$ cat config.mk
export PLATFORM = sky130hd
export DESIGN_NAME = pes_ctrl
export DESIGN_NICKNAME = d
export VERILOG_FILES = /design/src/rtl/pes_pkg.sv /design/src/rtl/pes_ctrl.sv
export SDC_FILE = /design/constraint.sdc
export NUM_CORES = 1
export LEC_CHECK = 0
export ABC_AREA = 1
export BUFFER_PORTS_ARGS = -buffer_cell sky130_fd_sc_hd__buf_2
export CORE_AREA = 2 2 39 41
export CTS_CLUSTER_SIZE = 40
export DETAILED_ROUTE_END_ITERATION = 10
export DIE_AREA = 0 0 41 43
export SETUP_SLACK_MARGIN = 0.5
export SLEW_MARGIN = 10
export SYNTH_ARGS = -nofsm -noshare
export SYNTH_HDL_FRONTEND = slang
export SYNTH_SLANG_ARGS = --single-unit
$ cat constraint.sdc
create_clock -name i_clk -period 2.72 [get_ports i_clk]
set_clock_uncertainty 0.15 [all_clocks]
set_input_delay 0.272 -clock i_clk [delete_from_list [all_inputs] [get_ports i_clk]]
set_output_delay 0.272 -clock i_clk [all_outputs]
set_load 0.005 [all_outputs]
$ cat src/rtl/pes_pkg.sv
`default_nettype none

package pes_pkg;

    localparam int CUBE_SIDE      = 16;
    localparam int WORD_BITS      = 64;
    localparam int MAX_ENTRY_BITS = 8;

    localparam int COORD_W      = $clog2(CUBE_SIDE);
    localparam int LIN_W        = 3 * COORD_W;
    localparam int CUBE_ENTRIES = CUBE_SIDE * CUBE_SIDE * CUBE_SIDE;
    localparam int STORE_WORDS  = (CUBE_ENTRIES * MAX_ENTRY_BITS + WORD_BITS - 1) / WORD_BITS;
    localparam int ADDR_W       = $clog2(STORE_WORDS);
    localparam int OFF_W        = $clog2(WORD_BITS);
    localparam int BITS_W       = 4;
    localparam int VAL_W        = 8;
    localparam int POS_W        = LIN_W + BITS_W;

    localparam logic [BITS_W-1:0] ENTRY_BITS_RESET = BITS_W'(4);

    typedef enum logic [2:0] {
        S_CLEAR,
        S_IDLE,
        S_RD0,
        S_MOD0,
        S_RD1,
        S_MOD1,
        S_DONE
    } t_pes_state;

    typedef struct packed {
        logic clr_we;
        logic load_in;
        logic rd_w0;
        logic mod0;
        logic rd_w1;
        logic mod1;
        logic load_out;
    } t_pes_cmd;

    typedef struct packed {
        logic clr_last;
        logic is_write;
        logic straddle;
        logic out_free;
    } t_pes_sts;

endpackage

`default_nettype wire

$ cat src/rtl/pes_ctrl.sv
`default_nettype none

module pes_ctrl (
    input  wire               i_clk,
    input  wire               i_rst_n,
    input  wire               i_in_valid,
    input  pes_pkg::t_pes_sts i_sts,
    output logic              o_in_ready,
    output pes_pkg::t_pes_cmd o_cmd
);

    pes_pkg::t_pes_state r_state;
    pes_pkg::t_pes_state n_state;

    always_ff @(posedge i_clk) begin
        if (!i_rst_n) begin
            r_state <= pes_pkg::S_CLEAR;
        end else begin
            r_state <= n_state;
        end
    end

    always_comb begin
        n_state    = r_state;
        o_in_ready = 1'b0;
        o_cmd      = '0;
        unique case (r_state)
            pes_pkg::S_CLEAR: begin
                o_cmd.clr_we = 1'b1;
                if (i_sts.clr_last) begin
                    n_state = pes_pkg::S_IDLE;
                end
            end
            pes_pkg::S_IDLE: begin
                o_in_ready = 1'b1;
                if (i_in_valid) begin
                    o_cmd.load_in = 1'b1;
                    n_state       = pes_pkg::S_RD0;
                end
            end
            pes_pkg::S_RD0: begin
                o_cmd.rd_w0 = 1'b1;
                n_state     = pes_pkg::S_MOD0;
            end
            pes_pkg::S_MOD0: begin
                o_cmd.mod0 = 1'b1;
                if (i_sts.straddle) begin
                    n_state = pes_pkg::S_RD1;
                end else if (i_sts.is_write) begin
                    n_state = pes_pkg::S_IDLE;
                end else begin
                    n_state = pes_pkg::S_DONE;
                end
            end
            pes_pkg::S_RD1: begin
                o_cmd.rd_w1 = 1'b1;
                n_state     = pes_pkg::S_MOD1;
            end
            pes_pkg::S_MOD1: begin
                o_cmd.mod1 = 1'b1;
                if (i_sts.is_write) begin
                    n_state = pes_pkg::S_IDLE;
                end else begin
                    n_state = pes_pkg::S_DONE;
                end
            end
            pes_pkg::S_DONE: begin
                if (i_sts.out_free) begin
                    o_cmd.load_out = 1'b1;
                    n_state        = pes_pkg::S_IDLE;
                end
            end
            default: begin
                n_state = pes_pkg::S_IDLE;
            end
        endcase
    end

endmodule

`default_nettype wire

==> flow_summary.toml, run 1 <==
[run_status]
status = "complete, no violations"

[finish]
drive_above_1_share = 0.2923
largest_register_ffs = 3
top_register = "r_state"
fill_cells = 167
syn_to_final_growth_pct = 45.59
final_cells = 81
reg.largest.list = "r_state: 3 flops"
num-nets-final = 73
antennaDiodeCount = 0

[job]
max-cap-violations = 0

[route]
dr_wl_met2_um = 292
vias = 330
finalWirelength_um = 672
drt-initial-drc-count = 8
wl_met1_um = 323
highest_layer = "met4"
via_per_inst = 4.074
drc = 0
drt_first_pass_iters = 4
antenna_left = 0
routedWlPerCell_um = 8.296
wl_met3_um = 39

[worst_setup_path]
worst-path-buf-inv = 2
reg2reg_depth = 6
worstPathRequired_ns = 2.30
critPathMaxStageDelay_ns = 0.43
crit_slowest_cell = "dfxtp_1"
path_cells = "inv_1 > nor4_1 > buf_2"
arrival_ns = 1.19
r2r_setup_slack_ns = 1.42
worstPathMaxFanout = 7
crit_type = "reg2out"
startpoint_type = "register"
rr_endpoint = "r_state[1]"
path_delay_family = "flip-flops"
end_kind = "primary output"
r2r_start = "r_state[0]"

[floorplanning]
die_w_um = 41
num_rows = 14
fp.dieH_um = 43
core_area_mm2 = 0.001384
floorplan.initialDensity = 0.1844
dieArea_mm2 = 0.001763
ioPinCount = 15

[clocking]
tritoncts = "built"
clk_latency_ns = 0.24
clk_transition_reported_paths_ns = 0.04
cts_buffers = 3
post-cts-setup-buffers = 0
cts-root-buf = "clkbuf_4"
cts_hold_buf = 0
cts_resized = 0
htreeDepth = 1
clockBufferDepth = 2
cts_num_sinks = 3

[pwr]
p_leak_nw = 0.2422
power_density_mw_per_mm2 = 538.7
ir_drop_uv = 136.8

[timing]
finalCriticalPeriod_ns = 1.614
fin_setup_tns_ns = 0
drv_slew = 0
worst_pin_slew_ns = 0.2237
rsz0062_at_grt = "false"
timing.fmax_mhz = 619.6
setup_violations = 0
finalHoldViolations = 0
relSlewSlack = 0.8507
min_period_over_period = 0.5933

[placement]
place_congestion = 0.7439
place_inst = 77
dp_hpwl_um = 505.6
io_buffers = 14

[global_route]
grt_overflow_total = 0
track_usage = 0.08032
grt_pass1_wl_um = 910
grt_start_max_net_pins = 8
grt_pass1_vias = 270
antenna_found_initial = 0

[synthesis]
ys_seq_area_frac = 0.2353
syn_inst = 47
ys_seq_elements = 3
synth_fp_nets = 54
ys_top_cells_by_area = "dfxtp_1, inv_1, nand2_1"
syn_area_per_cell_um2 = 5.431
synthesis.area_um2 = 255.2
synth.distinct_cells = 13
yosys_warnings = 0
yosys.area.top_type_share = 0.2353
yosysTopAreaCell = "dfxtp_1"

[worst_hold_path]
worstHoldEndpoint = "r_state[0]"
min_from = "i_rst_n"
hold_path_depth = 3
hp-class = "in2reg"
[final cells by class]
class / count / area [um^2] / share of cell area
multi-input cells: 29 / 138.9 / 0.3737
inverters: 15 / 56.30 / 0.1515
clock buffers: 4 / 26.28 / 0.07071
repair buffers: 14 / 70.07 / 0.1886
well taps: 16 / 20.02 / 0.05387
flip-flops and latches: 3 / 60.06 / 0.1616
[where the power goes]
group	switching [mW]	internal (mW)	total, mW
sequential	0.00805	0.0496	0.0576
clock	0.0260	0.0552	0.0812
combinational	0.0347	0.0267	0.0614
[kinds of logic (layout without fill, tap and decap cells)]
logic type      after synthesis  count (layout)  synth area share
simple gates                 23              23            0.4216
buf+inv                      15              33            0.2206
compound gates                6               6            0.1225
flops                         3               3            0.2353
[stage by stage]
stage / instance area, um^2 / total power [mW] / util / hold WS, ns / worst slack [ns]
floorplan: 255.2 / 0.09707 / - / 0.2731 / 1.476
global placement: 345.3 / 0.1201 / 0.2495 / 0.3978 / 1.382
detailed placement: 345.3 / 0.1196 / 0.2495 / 0.3972 / 1.367
CTS: 371.6 / 0.2021 / 0.2685 / 0.1491 / 1.101
global route: 371.6 / 0.2147 / 0.2685 / 0.1627 / 0.9905
finish: 371.6 / 0.2002 / 0.2685 / 0.1585 / 1.106
[worst register-to-register path, stage by stage (launching register included)]
cell and delay, ns:
dfxtp_1 0.42, inv_1 0.13, nand4_1 0.15, nand2_1 0.08, nor2_1 0.13, nand2_1 0.07, a21oi_1 0.11
[cells in the final DEF (no fill, tap or decap)]
cell type / Yosys / final
clkbuf_4: 0 / 3
o21ai_0: 1 / 1
clkbuf_1: 0 / 1
a21oi_1: 4 / 4
nor4_1: 1 / 1
dfxtp_1: 3 / 3
inv_1: 15 / 15
nor3_1: 1 / 1
a31oi_1: 1 / 1
buf_2: 0 / 14
nand4_1: 2 / 2
nand3_2: 1 / 1
nor2_1: 3 / 3
nand2_1: 11 / 11
nand3_1: 3 / 3
nor2_2: 1 / 1
[cell usage after synthesis, drive strengths merged]
cell type,count
a21oi,4
a31oi,1
dfxtp,3
inv,15
nand2,11
nand3,4
nand4,2
nor2,4
nor3,1
nor4,1
o21ai,1
[layer usage]
metal  vias to the layer above  track usage
met1                       140      0.08360
met3                         2      0.04712
met5                         -            0
met2                         9       0.1125
met4                         0      0.06000
li1                        179            -
[worst max-delay path by stage]
stage               slack, ns  depth (start not counted)  startpoint        to
floorplan                1.48                          2  r_state[2]  o_cmd[0]
global placement         1.38                          3  r_state[2]  o_cmd[0]
detailed placement       1.37                          3  r_state[2]  o_cmd[0]
CTS                      1.10                          3  r_state[2]  o_cmd[0]
global route             0.99                          3  r_state[2]  o_cmd[0]
finish                   1.11                          3  r_state[2]  o_cmd[0]
Note: power is estimated with default switching activity, not from simulation.
==> run 2, diff against run 1 <==
- clock period: 2.72 -> 1.38 ns (I/O delays scaled with it)
==> flow_summary.toml, run 2 (same netlist as run 1, synthesis figures left out) <==
[timing]
finalHoldViolations = 0
timing.fmax_mhz = 775.8
setup_violations = 0
relSlewSlack = 0.8904
rsz0062_at_grt = "true"
finalCriticalPeriod_ns = 1.289
drv_slew = 0
whs_ns = 0.003803
worst_pin_slew_ns = 0.1632
fin_setup_tns_ns = 0
min_period_over_period = 0.9341

[finish]
num-nets-final = 76
antennaDiodeCount = 0
top_register = "r_state"
drive_above_1_share = 0.4706
reg.largest.list = "r_state: 3 flops"
largest_register_ffs = 3
syn_to_final_growth_pct = 78.43
final_cell_mix = "buf_2, inv_1, nand2_1"
layout_commonest_cell = "buf_2"

[global_route]
track_usage = 0.1004
antenna_found_initial = 0
grt_pass1_wl_um = 1124
grt_overflow_total = 0
grt_pass1_vias = 317
grt_start_max_net_pins = 8

[clocking]
clk_transition_reported_paths_ns = 0.04
cts_num_sinks = 3
clk_latency_ns = 0.24
htreeDepth = 1
cts_buffers = 3
cts-root-buf = "clkbuf_4"
cts_hold_buf = 0
tritoncts = "built"
clockBufferDepth = 2

[route]
antenna_left = 0
drc = 0
vias = 352
routedWlPerCell_um = 9.179
finalWirelength_um = 771
drt_first_pass_iters = 3
drt-initial-drc-count = 3
via_per_inst = 4.190

[floorplanning]
die_w_um = 41
dieArea_mm2 = 0.001763
core_area_mm2 = 0.001384
floorplan.initialDensity = 0.1844
fp.dieH_um = 43
ioPinCount = 15
num_rows = 14

[worst_setup_path]
r2r_setup_slack_ns = 0.15
worstPathRequired_ns = 1.09
rr_endpoint = "r_state[1]"
worstPathMaxFanout = 6
end_kind = "primary output"
reg2reg_depth = 8
r2r_start = "r_state[0]"
crit_type = "reg2out"
arrival_ns = 1.00
startpoint_type = "register"

[placement]
dp_hpwl_um = 567.3
place_congestion = 0.7637
io_buffers = 14

[pwr]
ir_drop_uv = 320.9
p_leak_nw = 0.2671
power_density_mw_per_mm2 = 976.9

[worst_hold_path]
min_from = "i_rst_n"
hp-class = "in2reg"
hold_path_depth = 3
worstHoldEndpoint = "r_state[0]"

[run_status]
status = "complete, no violations"

[job]
max-cap-violations = 0
run 2: changes by cell type in the layout (fill, tap and decap cells not counted), sizes merged:
cell | before | now
buf | 14 | 17
run 2: routing by layer:
layer / up-vias / global-route usage / share of wire
li1: 191 / - / -
met1: 150 / 0.07395 / 0.36
met2: 9 / 0.1750 / 0.56
met3: 2 / 0.04712 / 0.065
met4: 0 / 0.08000 / 0.013
met5: - / 0 / 0
run 2: how the worst max path moves through the flow:
stage,from,endpoint,slack [ns],depth (start not counted)
2_1_floorplan,r_state[0],r_state[0],0.28,8
3_3_place_gp,r_state[0],r_state[0],0.18,6
5_1_grt,r_state[1],o_cmd[0],0.02,3
6_report,r_state[0],o_cmd[0],0.09,2
4_1_cts,r_state[0],o_cmd[0],0.07,2
3_5_place_dp,r_state[0],r_state[1],0.16,6
run 2: layout make-up:
class	instances	area [um^2]
clock buffers	4	26.28
fillers	167	928.4
inverters	15	66.31
multi-input cells	29	168.9
flip-flops and latches	3	71.32
well taps	16	20.02
repair buffers	17	102.6
run 2: metrics by stage:
step | setup WS [ns] | cells | cell area, um^2 | power, mW | utilization
after global placement | 0.1798 | 77 | 349.1 | 0.2369 | 0.2523
after CTS | 0.07136 | 83 | 414.1 | 0.4268 | 0.2993
after floorplan | 0.2771 | 47 | 259.0 | 0.1938 | -
after detailed placement | 0.1614 | 77 | 349.1 | 0.2395 | 0.2523
after global routing | 0.01991 | 84 | 455.4 | 0.4765 | 0.3291
final | 0.09093 | 84 | 455.4 | 0.4449 | 0.3291
run 2: repair_timing:
item	CTS	global route
endpoints found under the setup margin	11	11
gates cloned	0	0
gates resized for setup	8	10
pin swaps	2	0
buffers inserted	2	1
run 2: power breakdown:
part / internal [mW] / switching, mW / leakage, nW
registers: 0.0999 / 0.0260 / 0.0267
logic: 0.0747 / 0.0806 / 0.225
clock network: 0.109 / 0.0546 / 0.0150
total: 0.284 / 0.161 / 0.267
run 2: critical path, stage by stage, from the launching register on:
cell,delay [ns]
dfxtp_4,0.37
nor4_4,0.25
buf_2,0.14
